<file path="src/hdl/packet_timestamp_smoothing_dll_macros.svh">
// Assertion macros shared by the timestamp smoothing loop RTL.
// Each macro expects clk and arst_n to be visible where it is used.
`ifndef PACKET_TIMESTAMP_SMOOTHING_DLL_MACROS_SVH
`define PACKET_TIMESTAMP_SMOOTHING_DLL_MACROS_SVH

// Consequent must hold in the same cycle as the antecedent.
`define PTSD_ASSERT_NOW(lbl, ante, cons, msg) \
	lbl: assert property (@(posedge clk) disable iff (!arst_n) (ante) |-> (cons)) \
		else $error(msg);

// Consequent must hold in the cycle after the antecedent.
`define PTSD_ASSERT_NEXT(lbl, ante, cons, msg) \
	lbl: assert property (@(posedge clk) disable iff (!arst_n) (ante) |=> (cons)) \
		else $error(msg);

`endif

</file>
<file path="src/hdl/ptsd_pkg.sv">
// Package for the packet timestamp smoothing loop.
// Holds the payload structs, register indexes and fixed-point constants; no dependencies.
`timescale 1ns / 1ps

package ptsd_pkg;

	localparam int TICK_FRAC_BITS = 16;
	localparam int GAIN_FRAC_BITS = 24;

	// Shared multiplier operand widths.
	localparam int MUL_A_W = 32;
	localparam int MUL_B_W = 26;
	localparam int MUL_P_W = MUL_A_W + MUL_B_W;

	// Configuration port.
	localparam int CFG_INDEX_W = 3;
	localparam int CFG_DATA_W  = 26;

	localparam logic [CFG_INDEX_W-1:0] REG_NOMINAL_FRAME_TICKS = 3'd0;
	localparam logic [CFG_INDEX_W-1:0] REG_FRAME_BYTES         = 3'd1;
	localparam logic [CFG_INDEX_W-1:0] REG_GAIN_B              = 3'd2;
	localparam logic [CFG_INDEX_W-1:0] REG_GAIN_C              = 3'd3;
	localparam logic [CFG_INDEX_W-1:0] REG_RESYNC_THRESHOLD    = 3'd4;

	// Ticks in one 128 s wrap of the cycle timer, whole and in Q.16.
	localparam logic [31:0] WRAP_WHOLE = 32'd3145728000;
	localparam logic [50:0] WRAP_Q     = 51'(WRAP_WHOLE) << TICK_FRAC_BITS;
	localparam logic [50:0] HALF_Q     = WRAP_Q >> 1;

	typedef struct packed {
		logic [31:0] cycle_timer;
		logic [11:0] length_bytes;
	} in_item_t;

	typedef struct packed {
		logic        status;
		logic [31:0] timestamp;
		logic [31:0] tail_timestamp;
		logic        tail_valid;
	} out_item_t;

endpackage

</file>
<file path="src/hdl/ptsd_mul.sv">
// Shared unsigned multiplier of the smoothing loop, product registered.
// Depends on ptsd_pkg for the operand widths.
`timescale 1ns / 1ps

module ptsd_mul import ptsd_pkg::*; (
	input  logic               clk,
	input  logic [MUL_A_W-1:0] a,
	input  logic [MUL_B_W-1:0] b,
	output logic [MUL_P_W-1:0] p
);

	logic [MUL_P_W-1:0] p_q;

	always_ff @(posedge clk) begin
		p_q <= MUL_P_W'(a) * MUL_P_W'(b);
	end

	assign p = p_q;

endmodule

</file>
<file path="src/hdl/packet_timestamp_smoothing_dll.sv">
// Top level of the packet timestamp smoothing loop (second-order DLL).
// Depends on ptsd_pkg, ptsd_mul and packet_timestamp_smoothing_dll_macros.svh.
`timescale 1ns / 1ps
`include "packet_timestamp_smoothing_dll_macros.svh"

// Each packet transfer brings the cycle-timer value seen at arrival and the payload length.
// The block converts the arrival to ticks of 24.576 MHz modulo 128 s, compares it with the
// loop's predicted arrival and returns one result transfer per packet. While the loop is
// locked and the error stays within resync_threshold ticks, the result carries the old
// prediction and the loop advances with gains B and C. Otherwise the loop restarts: the
// period becomes nominal_frame_ticks times the whole frames in the packet, the raw arrival
// is returned, and a tail timestamp (arrival minus period) is flagged with tail_valid.
// A zero length returns status 1 with zero fields and leaves the loop untouched.
// The block takes one packet at a time and holds in_stall high while it works.
// A zero-length packet goes straight to the last step, and a restart runs the
// one-bit-per-cycle divider that counts frames. All products go through one registered
// 32 x 26 multiplier, used once on a restart and twice (gain B, then gain C) on a locked
// update. The finished result sits in an output register, so the next packet is taken
// while it waits; the block only waits at its last step if the previous result has not
// yet been transferred. Configuration is written through cfg_wen, cfg_index and cfg_data;
// the user must write it only while the block is idle; the block does not enforce this.

module packet_timestamp_smoothing_dll import ptsd_pkg::*; (
	input  logic                   clk,
	input  logic                   arst_n,
	input  logic                   in_valid,
	output logic                   in_stall,
	input  in_item_t               in_data,
	output logic                   out_valid,
	input  logic                   out_stall,
	output out_item_t              out_data,
	input  logic                   cfg_wen,
	input  logic [CFG_INDEX_W-1:0] cfg_index,
	input  logic [CFG_DATA_W-1:0]  cfg_data
);

	// Sequencer states.
	localparam logic [3:0] S_IDLE  = 4'd0;
	localparam logic [3:0] S_TICKS = 4'd1;
	localparam logic [3:0] S_ERR   = 4'd2;
	localparam logic [3:0] S_CMP   = 4'd3;
	localparam logic [3:0] S_DIV   = 4'd4;
	localparam logic [3:0] S_MULP  = 4'd5;
	localparam logic [3:0] S_RI1   = 4'd6;
	localparam logic [3:0] S_RI2   = 4'd7;
	localparam logic [3:0] S_MULB  = 4'd8;
	localparam logic [3:0] S_MULC  = 4'd9;
	localparam logic [3:0] S_UPD   = 4'd10;
	localparam logic [3:0] S_DONE  = 4'd11;

	localparam logic [3:0] DIV_LAST = 4'd11;

	// Configuration registers.
	logic [25:0] nom_ticks_q;
	logic [10:0] frame_bytes_q;
	logic [23:0] gain_b_q;
	logic [23:0] gain_c_q;
	logic [15:0] thresh_q;

	// Loop state.
	logic               locked_q;
	logic signed [49:0] pred_q;
	logic signed [39:0] period_q;

	// Working registers.
	logic [3:0]         state_q;
	logic [31:0]        ct_q;
	logic [31:0]        ticks_q;
	logic signed [50:0] err_q;
	logic [31:0]        emag_q;
	logic               eneg_q;
	logic [10:0]        rem_q;
	logic [11:0]        quo_q;
	logic [3:0]         div_cnt_q;
	logic signed [32:0] gb_q;
	out_item_t          res_q;
	out_item_t          out_data_q;
	logic               out_valid_q;

	// Shared multiplier.
	logic [MUL_A_W-1:0] mul_a;
	logic [MUL_B_W-1:0] mul_b;
	logic [MUL_P_W-1:0] mul_p;

	ptsd_mul u_mul (
		.clk (clk),
		.a   (mul_a),
		.b   (mul_b),
		.p   (mul_p)
	);

	always_comb begin
		case (state_q)
			S_MULP: begin
				// A zero frame size counts as zero frames.
				mul_a = (frame_bytes_q == 11'd0) ? '0 : MUL_A_W'(quo_q);
				mul_b = nom_ticks_q;
			end
			S_MULC: begin
				mul_a = emag_q;
				mul_b = MUL_B_W'(gain_c_q);
			end
			default: begin
				mul_a = emag_q;
				mul_b = MUL_B_W'(gain_b_q);
			end
		endcase
	end

	// Arrival in ticks: (secs * 8000 + cycles) * 3072 + offset, then one wrap.
	logic [19:0] sec_cyc;
	logic [32:0] tick_sum;
	logic [31:0] ticks_w;

	always_comb begin
		sec_cyc  = 20'(ct_q[31:25]) * 20'd8000 + 20'(ct_q[24:12]);
		tick_sum = 33'({sec_cyc, 11'b0}) + 33'({sec_cyc, 10'b0}) + 33'(ct_q[11:0]);
		if (tick_sum >= 33'(WRAP_WHOLE)) begin
			ticks_w = 32'(tick_sum - 33'(WRAP_WHOLE));
		end else begin
			ticks_w = tick_sum[31:0];
		end
	end

	// Arrival in Q.16 ticks, and the phase error wrapped at minus 64 s.
	logic signed [50:0] tq_s;
	logic signed [50:0] err_raw;
	logic signed [50:0] err_w;

	always_comb begin
		tq_s    = $signed(51'(ticks_q) << TICK_FRAC_BITS);
		err_raw = tq_s - 51'(pred_q);
		if (err_raw < -$signed(HALF_Q)) begin
			err_w = err_raw + $signed(WRAP_Q);
		end else begin
			err_w = err_raw;
		end
	end

	// Error magnitude and the restart decision.
	logic [50:0] emag_w;
	logic [50:0] thresh_w;
	logic        restart_w;

	always_comb begin
		emag_w    = err_q[50] ? $unsigned(-err_q) : $unsigned(err_q);
		thresh_w  = 51'(thresh_q) << TICK_FRAC_BITS;
		restart_w = !locked_q || (emag_w > thresh_w);
	end

	// One restoring division step: frames = length / frame_bytes.
	logic [11:0] div_trial;
	logic        div_bit;

	always_comb begin
		div_trial = {rem_q, quo_q[11]};
		div_bit   = (div_trial >= 12'(frame_bytes_q));
	end

	// Gain product scaled back by the gain fraction, truncated toward zero.
	logic [31:0] gmag;
	logic signed [32:0] gterm;

	always_comb begin
		gmag  = mul_p[GAIN_FRAC_BITS +: 32];
		gterm = eneg_q ? -$signed({1'b0, gmag}) : $signed({1'b0, gmag});
	end

	// Locked update: prediction advances by B*e plus the old period, period by C*e.
	logic signed [50:0] upd_sum;
	logic signed [50:0] upd_pred;
	logic signed [40:0] per_sum;
	logic signed [39:0] per_sat;

	always_comb begin
		upd_sum = 51'(pred_q) + 51'(gb_q) + 51'(period_q);
		if (upd_sum[50]) begin
			upd_pred = upd_sum + $signed(WRAP_Q);
		end else if ($unsigned(upd_sum) >= WRAP_Q) begin
			upd_pred = upd_sum - $signed(WRAP_Q);
		end else begin
			upd_pred = upd_sum;
		end
		per_sum = 41'(period_q) + 41'(gterm);
		if (per_sum[40] != per_sum[39]) begin
			per_sat = per_sum[40] ? {1'b1, 39'b0} : {1'b0, {39{1'b1}}};
		end else begin
			per_sat = per_sum[39:0];
		end
	end

	// Restart: new prediction is arrival plus period; tail is arrival minus period,
	// truncated toward zero to whole ticks and moved into the 128 s range when negative.
	logic signed [50:0] ri_sum;
	logic signed [50:0] ri_pred;
	logic signed [50:0] tail_d;
	logic [50:0]        tail_neg;
	logic [31:0]        tail_mag;
	logic [31:0]        tail_w;

	always_comb begin
		ri_sum = tq_s + 51'(period_q);
		if ($unsigned(ri_sum) >= WRAP_Q) begin
			ri_pred = ri_sum - $signed(WRAP_Q);
		end else begin
			ri_pred = ri_sum;
		end
		tail_d   = tq_s - 51'(period_q);
		tail_neg = $unsigned(-tail_d);
		tail_mag = 32'(tail_neg[50:TICK_FRAC_BITS]);
		if (!tail_d[50]) begin
			tail_w = tail_d[47:16];
		end else if (tail_mag == 32'd0) begin
			tail_w = 32'd0;
		end else begin
			tail_w = WRAP_WHOLE - tail_mag;
		end
	end

	// Configuration writes.
	always_ff @(posedge clk or negedge arst_n) begin
		if (!arst_n) begin
			nom_ticks_q   <= 26'd33554432;
			frame_bytes_q <= 11'd72;
			gain_b_q      <= 24'd298156;
			gain_c_q      <= 24'd2649;
			thresh_q      <= 16'd10000;
		end else if (cfg_wen) begin
			unique case (cfg_index)
				REG_NOMINAL_FRAME_TICKS: nom_ticks_q   <= cfg_data;
				REG_FRAME_BYTES:         frame_bytes_q <= cfg_data[10:0];
				REG_GAIN_B:              gain_b_q      <= cfg_data[23:0];
				REG_GAIN_C:              gain_c_q      <= cfg_data[23:0];
				REG_RESYNC_THRESHOLD:    thresh_q      <= cfg_data[15:0];
				default: begin
				end
			endcase
		end
	end

	// Sequencer and loop state.
	always_ff @(posedge clk or negedge arst_n) begin
		if (!arst_n) begin
			state_q     <= S_IDLE;
			locked_q    <= 1'b0;
			pred_q      <= '0;
			period_q    <= '0;
			out_valid_q <= 1'b0;
			div_cnt_q   <= '0;
		end else begin
			// In the last step the output register is refilled by that step itself.
			if (out_valid_q && !out_stall && state_q != S_DONE) begin
				out_valid_q <= 1'b0;
			end
			unique case (state_q)
				S_IDLE: begin
					if (in_valid) begin
						ct_q  <= in_data.cycle_timer;
						quo_q <= in_data.length_bytes;
						if (in_data.length_bytes == 12'd0) begin
							res_q   <= '{status: 1'b1, timestamp: 32'd0,
								tail_timestamp: 32'd0, tail_valid: 1'b0};
							state_q <= S_DONE;
						end else begin
							state_q <= S_TICKS;
						end
					end
				end
				S_TICKS: begin
					ticks_q <= ticks_w;
					state_q <= S_ERR;
				end
				S_ERR: begin
					err_q   <= err_w;
					state_q <= S_CMP;
				end
				S_CMP: begin
					emag_q <= emag_w[31:0];
					eneg_q <= err_q[50];
					if (restart_w) begin
						rem_q     <= '0;
						div_cnt_q <= '0;
						state_q   <= S_DIV;
					end else begin
						state_q <= S_MULB;
					end
				end
				S_DIV: begin
					rem_q     <= div_bit ? 11'(div_trial - 12'(frame_bytes_q)) : div_trial[10:0];
					quo_q     <= {quo_q[10:0], div_bit};
					div_cnt_q <= div_cnt_q + 4'd1;
					if (div_cnt_q == DIV_LAST) begin
						state_q <= S_MULP;
					end
				end
				S_MULP: begin
					state_q <= S_RI1;
				end
				S_RI1: begin
					// Nominal period times frames stays below 2^38, so no saturation.
					period_q <= $signed(40'(mul_p[37:0]));
					state_q  <= S_RI2;
				end
				S_RI2: begin
					pred_q   <= 50'(ri_pred);
					locked_q <= 1'b1;
					res_q    <= '{status: 1'b0, timestamp: ticks_q,
						tail_timestamp: tail_w, tail_valid: 1'b1};
					state_q  <= S_DONE;
				end
				S_MULB: begin
					state_q <= S_MULC;
				end
				S_MULC: begin
					gb_q    <= gterm;
					state_q <= S_UPD;
				end
				S_UPD: begin
					res_q    <= '{status: 1'b0, timestamp: pred_q[47:16],
						tail_timestamp: 32'd0, tail_valid: 1'b0};
					pred_q   <= 50'(upd_pred);
					period_q <= per_sat;
					state_q  <= S_DONE;
				end
				S_DONE: begin
					if (!out_valid_q || !out_stall) begin
						out_data_q  <= res_q;
						out_valid_q <= 1'b1;
						state_q     <= S_IDLE;
					end
				end
				default: begin
					state_q <= S_IDLE;
				end
			endcase
		end
	end

	assign in_stall  = (state_q != S_IDLE);
	assign out_valid = out_valid_q;
	assign out_data  = out_data_q;

	// A restart result is always a valid packet.
	`PTSD_ASSERT_NOW(a_tail_ok, out_valid && out_data.tail_valid, !out_data.status, "tail flagged on invalid packet")
	// Once locked, the loop only restarts, it never drops the lock.
	`PTSD_ASSERT_NEXT(a_lock_kept, locked_q, locked_q, "loop lock dropped")
	// An accepted packet always starts work.
	`PTSD_ASSERT_NEXT(a_accept_busy, in_valid && !in_stall, in_stall, "accepted packet left block idle")
	// The frame divider never runs past its last step.
	`PTSD_ASSERT_NOW(a_div_bound, state_q == S_DIV, div_cnt_q <= DIV_LAST, "divider step count overrun")

endmodule

</file>
<file path="config.mk">
export PLATFORM = sky130hd
export DESIGN_NAME = packet_timestamp_smoothing_dll
export DESIGN_NICKNAME = d
export VERILOG_FILES = /design/src/hdl/ptsd_pkg.sv /design/src/hdl/ptsd_mul.sv /design/src/hdl/packet_timestamp_smoothing_dll.sv
export VERILOG_INCLUDE_DIRS = /design/src /design/src/hdl
export SDC_FILE = /design/constraint.sdc
export NUM_CORES = 2
export LEC_CHECK = 0
export BUFFER_PORTS_ARGS = -buffer_cell sky130_fd_sc_hd__buf_2
export CAP_MARGIN = 10
export CORE_ASPECT_RATIO = 0.9
export CORE_UTILIZATION = 25
export DETAILED_ROUTE_END_ITERATION = 10
export GPL_ROUTABILITY_DRIVEN = 0
export SLEW_MARGIN = 30
export SYNTH_ARGS = -nofsm -noshare
export SYNTH_HDL_FRONTEND = slang
export SYNTH_SLANG_ARGS = --single-unit
</file>
<file path="constraint.sdc">
create_clock -name clk -period 25.6 [get_ports clk]
set_input_delay 7.68 -clock clk [delete_from_list [all_inputs] [get_ports clk]]
set_output_delay 7.68 -clock clk [all_outputs]
set_load 0.02 [all_outputs]
</file>
==> results.yml <==
status:
  status: "finished clean"
route:
  vias: 54300
  drt_first_iter_violations: 5020
  drtPass1Iterations: 6
  drc: 0
  vias_per_cell: 4.97
  wire_per_inst_um: 19.9
  ant_nets: 0
  postRouteWirelength_um: 217000
sta:
  rsz0062_at_grt: "false"
  slew_viol_final: 0
  tns_ns: 0
  clock_skew_ns: 0.0553
  tightest_slew_ns: 1.11
  fin_crit_sh_pct: 44.3
  setup_viol: 0
  relSlewSlack_pct: 25.8
  layout_min_cycle_time_ns: 11.34
  fmax_ghz: 0.0882
  finalHoldViolations: 0
setup_path:
  cpPeakStageDelay_ns: 0.95
  cp-end-kind: "flip-flop"
  critPathSlowestCell: "a21oi_1"
  worstPathArrival_ns: 11.95
  timing.critical_path.mode_cell: "fa_1"
  worstPathMaxFanout: 31
  required_ns: 26.21
  cp-start-kind: "flip-flop"
  critPathKind: "flip-flop to flip-flop"
clocking:
  cts_buffer_depth: 3
  cts_resized: 0
  htreeDepth: 3
  cts_buffers: 72
  path_clk_slew_ns: 0.06
  cts_tree: "yes"
  clock_sinks: 593
  clockRootBuffer: "clkbuf_16"
  hold_buffers: 0
  cts_setup_buffers: 0
  insertion_delay_ns: 0.70
synth:
  syn_area_per_cell_um2: 9.21
  synthArstFlopShare_pct: 33.9
  synth_flop_cell: "edfxtp_1"
  yosysSeqAreaShare_pct: 24.2
  synth.cell_area_um2: 67100
  ys_ff_latch: 593
  post_synth_inst_count: 7285
  ys_warn_count: 0
  synth.distinct_cells: 100
  synth-edff-count: 336
finish:
  drive_gt1_share_pct: 7.26
  fillCellCount: 28300
  syn2layout_area_growth_pct: 10.9
  final_common_cell: "inv_1"
  multi_input_area_um2: 46200
  regArea_um2: 16300
  fin_nets: 8681
  layout_common_cells: "inv_1, nand2_1, fa_1"
global_route:
  grt_pass1_wl_um: 331000
  antenna_found_initial: 25
  grt_max_degree: 77
  overflow: 0
  grt_pass1_vias: 53500
  grt_use_total_pct: 15.9
floorplan:
  fp.dieH_um: 493
  boundaryPins: 146
  rows: 180
  initial_core_util_pct: 25.1
  die_w_um: 548
  core_area_um2: 267000
  dieArea_um2: 270000
min_path:
  hold_path_class: "flip-flop to flip-flop"
place:
  place.port_buffers: 145
  post-dp-hpwl_um: 175000
run:
  drv_cap: 0
-- state kept, by name, indices dropped and copies added (netlist names), 32 cells and up --
signal and cells:
ct_q 32, res_q 66, err_q 51, out_data 66, period_q 40, pred_q 50, emag_q 32, gb_q 33
ticks_q 32, u_mul.p 56
-- logic make-up after synthesis --
kind of cell             synth area share (%)
AND/OR/NAND/NOR                          15.3
other                                  0.0112
buffers and inverters                    7.29
XOR/XNOR                                 5.38
multiplexers                             1.65
adder cells (fa/ha/maj)                  32.8
flip-flops                               24.2
AO/OA/AOI/OAI                            13.3
-- final timing paths --
check,to,start,cells after the start,slack (ns)
setup / recovery,u_mul.p[55],state_q[2],33,14.26
hold / removal,out_data[32],res_q[32],0,0.42
setup reg to reg,u_mul.p[55],state_q[2],33,14.26
hold reg to reg,out_data[32],res_q[32],0,0.42
max in group asynchronous,period_q[2],arst_n,3,16.76
min in group asynchronous,div_cnt_q[0],arst_n,1,6.96
-- per-stage QoR --
stage | std cells | utilization (%) | area, µm² | hold WS, ns | setup WS [ns]
2_1_floorplan | 7320 | - | 67200 | 0.400 | 15.34
4_1_cts | 10900 | 27.8 | 74300 | 0.418 | 14.50
6_report | 10900 | 27.8 | 74400 | 0.417 | 14.26
5_1_grt | 10900 | 27.8 | 74400 | 0.427 | 13.82
3_3_place_gp | 10800 | 26.9 | 71900 | 0.410 | 14.59
3_5_place_dp | 10800 | 26.9 | 71900 | 0.405 | 14.56
-- layer usage --
| metal | vias to the layer above | GRT usage [%] | share of wire (%) |
|---|---|---|---|
| met5 | - | 0 | 0.074 |
| met2 | 2423 | 24.6 | 44 |
| met1 | 27000 | 21.7 | 42 |
| li1 | 24500 | - | - |
| met3 | 435 | 3.46 | 9.3 |
| met4 | 28 | 5.88 | 4.3 |
-- cells in the mapped netlist, drive strengths merged (48+ instances only) --
| master | count | area share [%] |
|---|---|---|
| inv | 1011 | 5.7 |
| nand2 | 891 | 5.0 |
| fa | 792 | 24 |
| nor2 | 581 | 3.3 |
| ha | 490 | 9.1 |
| a21oi | 353 | 2.6 |
| edfxtp | 336 | 15 |
| o21ai | 309 | 2.3 |
| xnor2 | 305 | 4.0 |
| clkbuf | 267 | 1.5 |
| dfrtp | 179 | 6.7 |
| a21o | 142 | 1.6 |
| nor3 | 110 | 0.84 |
| xor2 | 107 | 1.4 |
| nand3 | 102 | 0.77 |
| mux2 | 84 | 1.4 |
| and2 | 80 | 0.75 |
| and3 | 67 | 0.62 |
| nand2b | 62 | 0.58 |
| a31oi | 58 | 0.54 |
| nor2b | 57 | 0.53 |
| dfxtp | 56 | 1.7 |
| nand4 | 52 | 0.49 |
| nor4 | 49 | 0.52 |
| a22oi | 48 | 0.54 |
-- final cells by class --
class                   instances  area share, %
diodes                          7         0.0235
clock buffers                  93           2.62
flip-flops and latches        593           21.9
repair buffers                215           1.76
inverters                    1012           5.11
well taps                    3549           5.97
multi-input cells            5427           62.1
clock inverters                39          0.528
-- worst max-delay path: cells and delay by family (launching register included) --
kind | cells | cell delay (ns)
AOI/OAI and AO/OA | 14 | 4.99
buffers and inverters | 6 | 0.87
adders and majority gates | 8 | 4.11
DFF | 1 | 0.58
xor gates and xnor gates | 1 | 0.13
and+or+nand+nor | 4 | 0.55
Power is not shown: default switching activity piles up to over one toggle a cycle in this logic, so the estimate is an artifact.
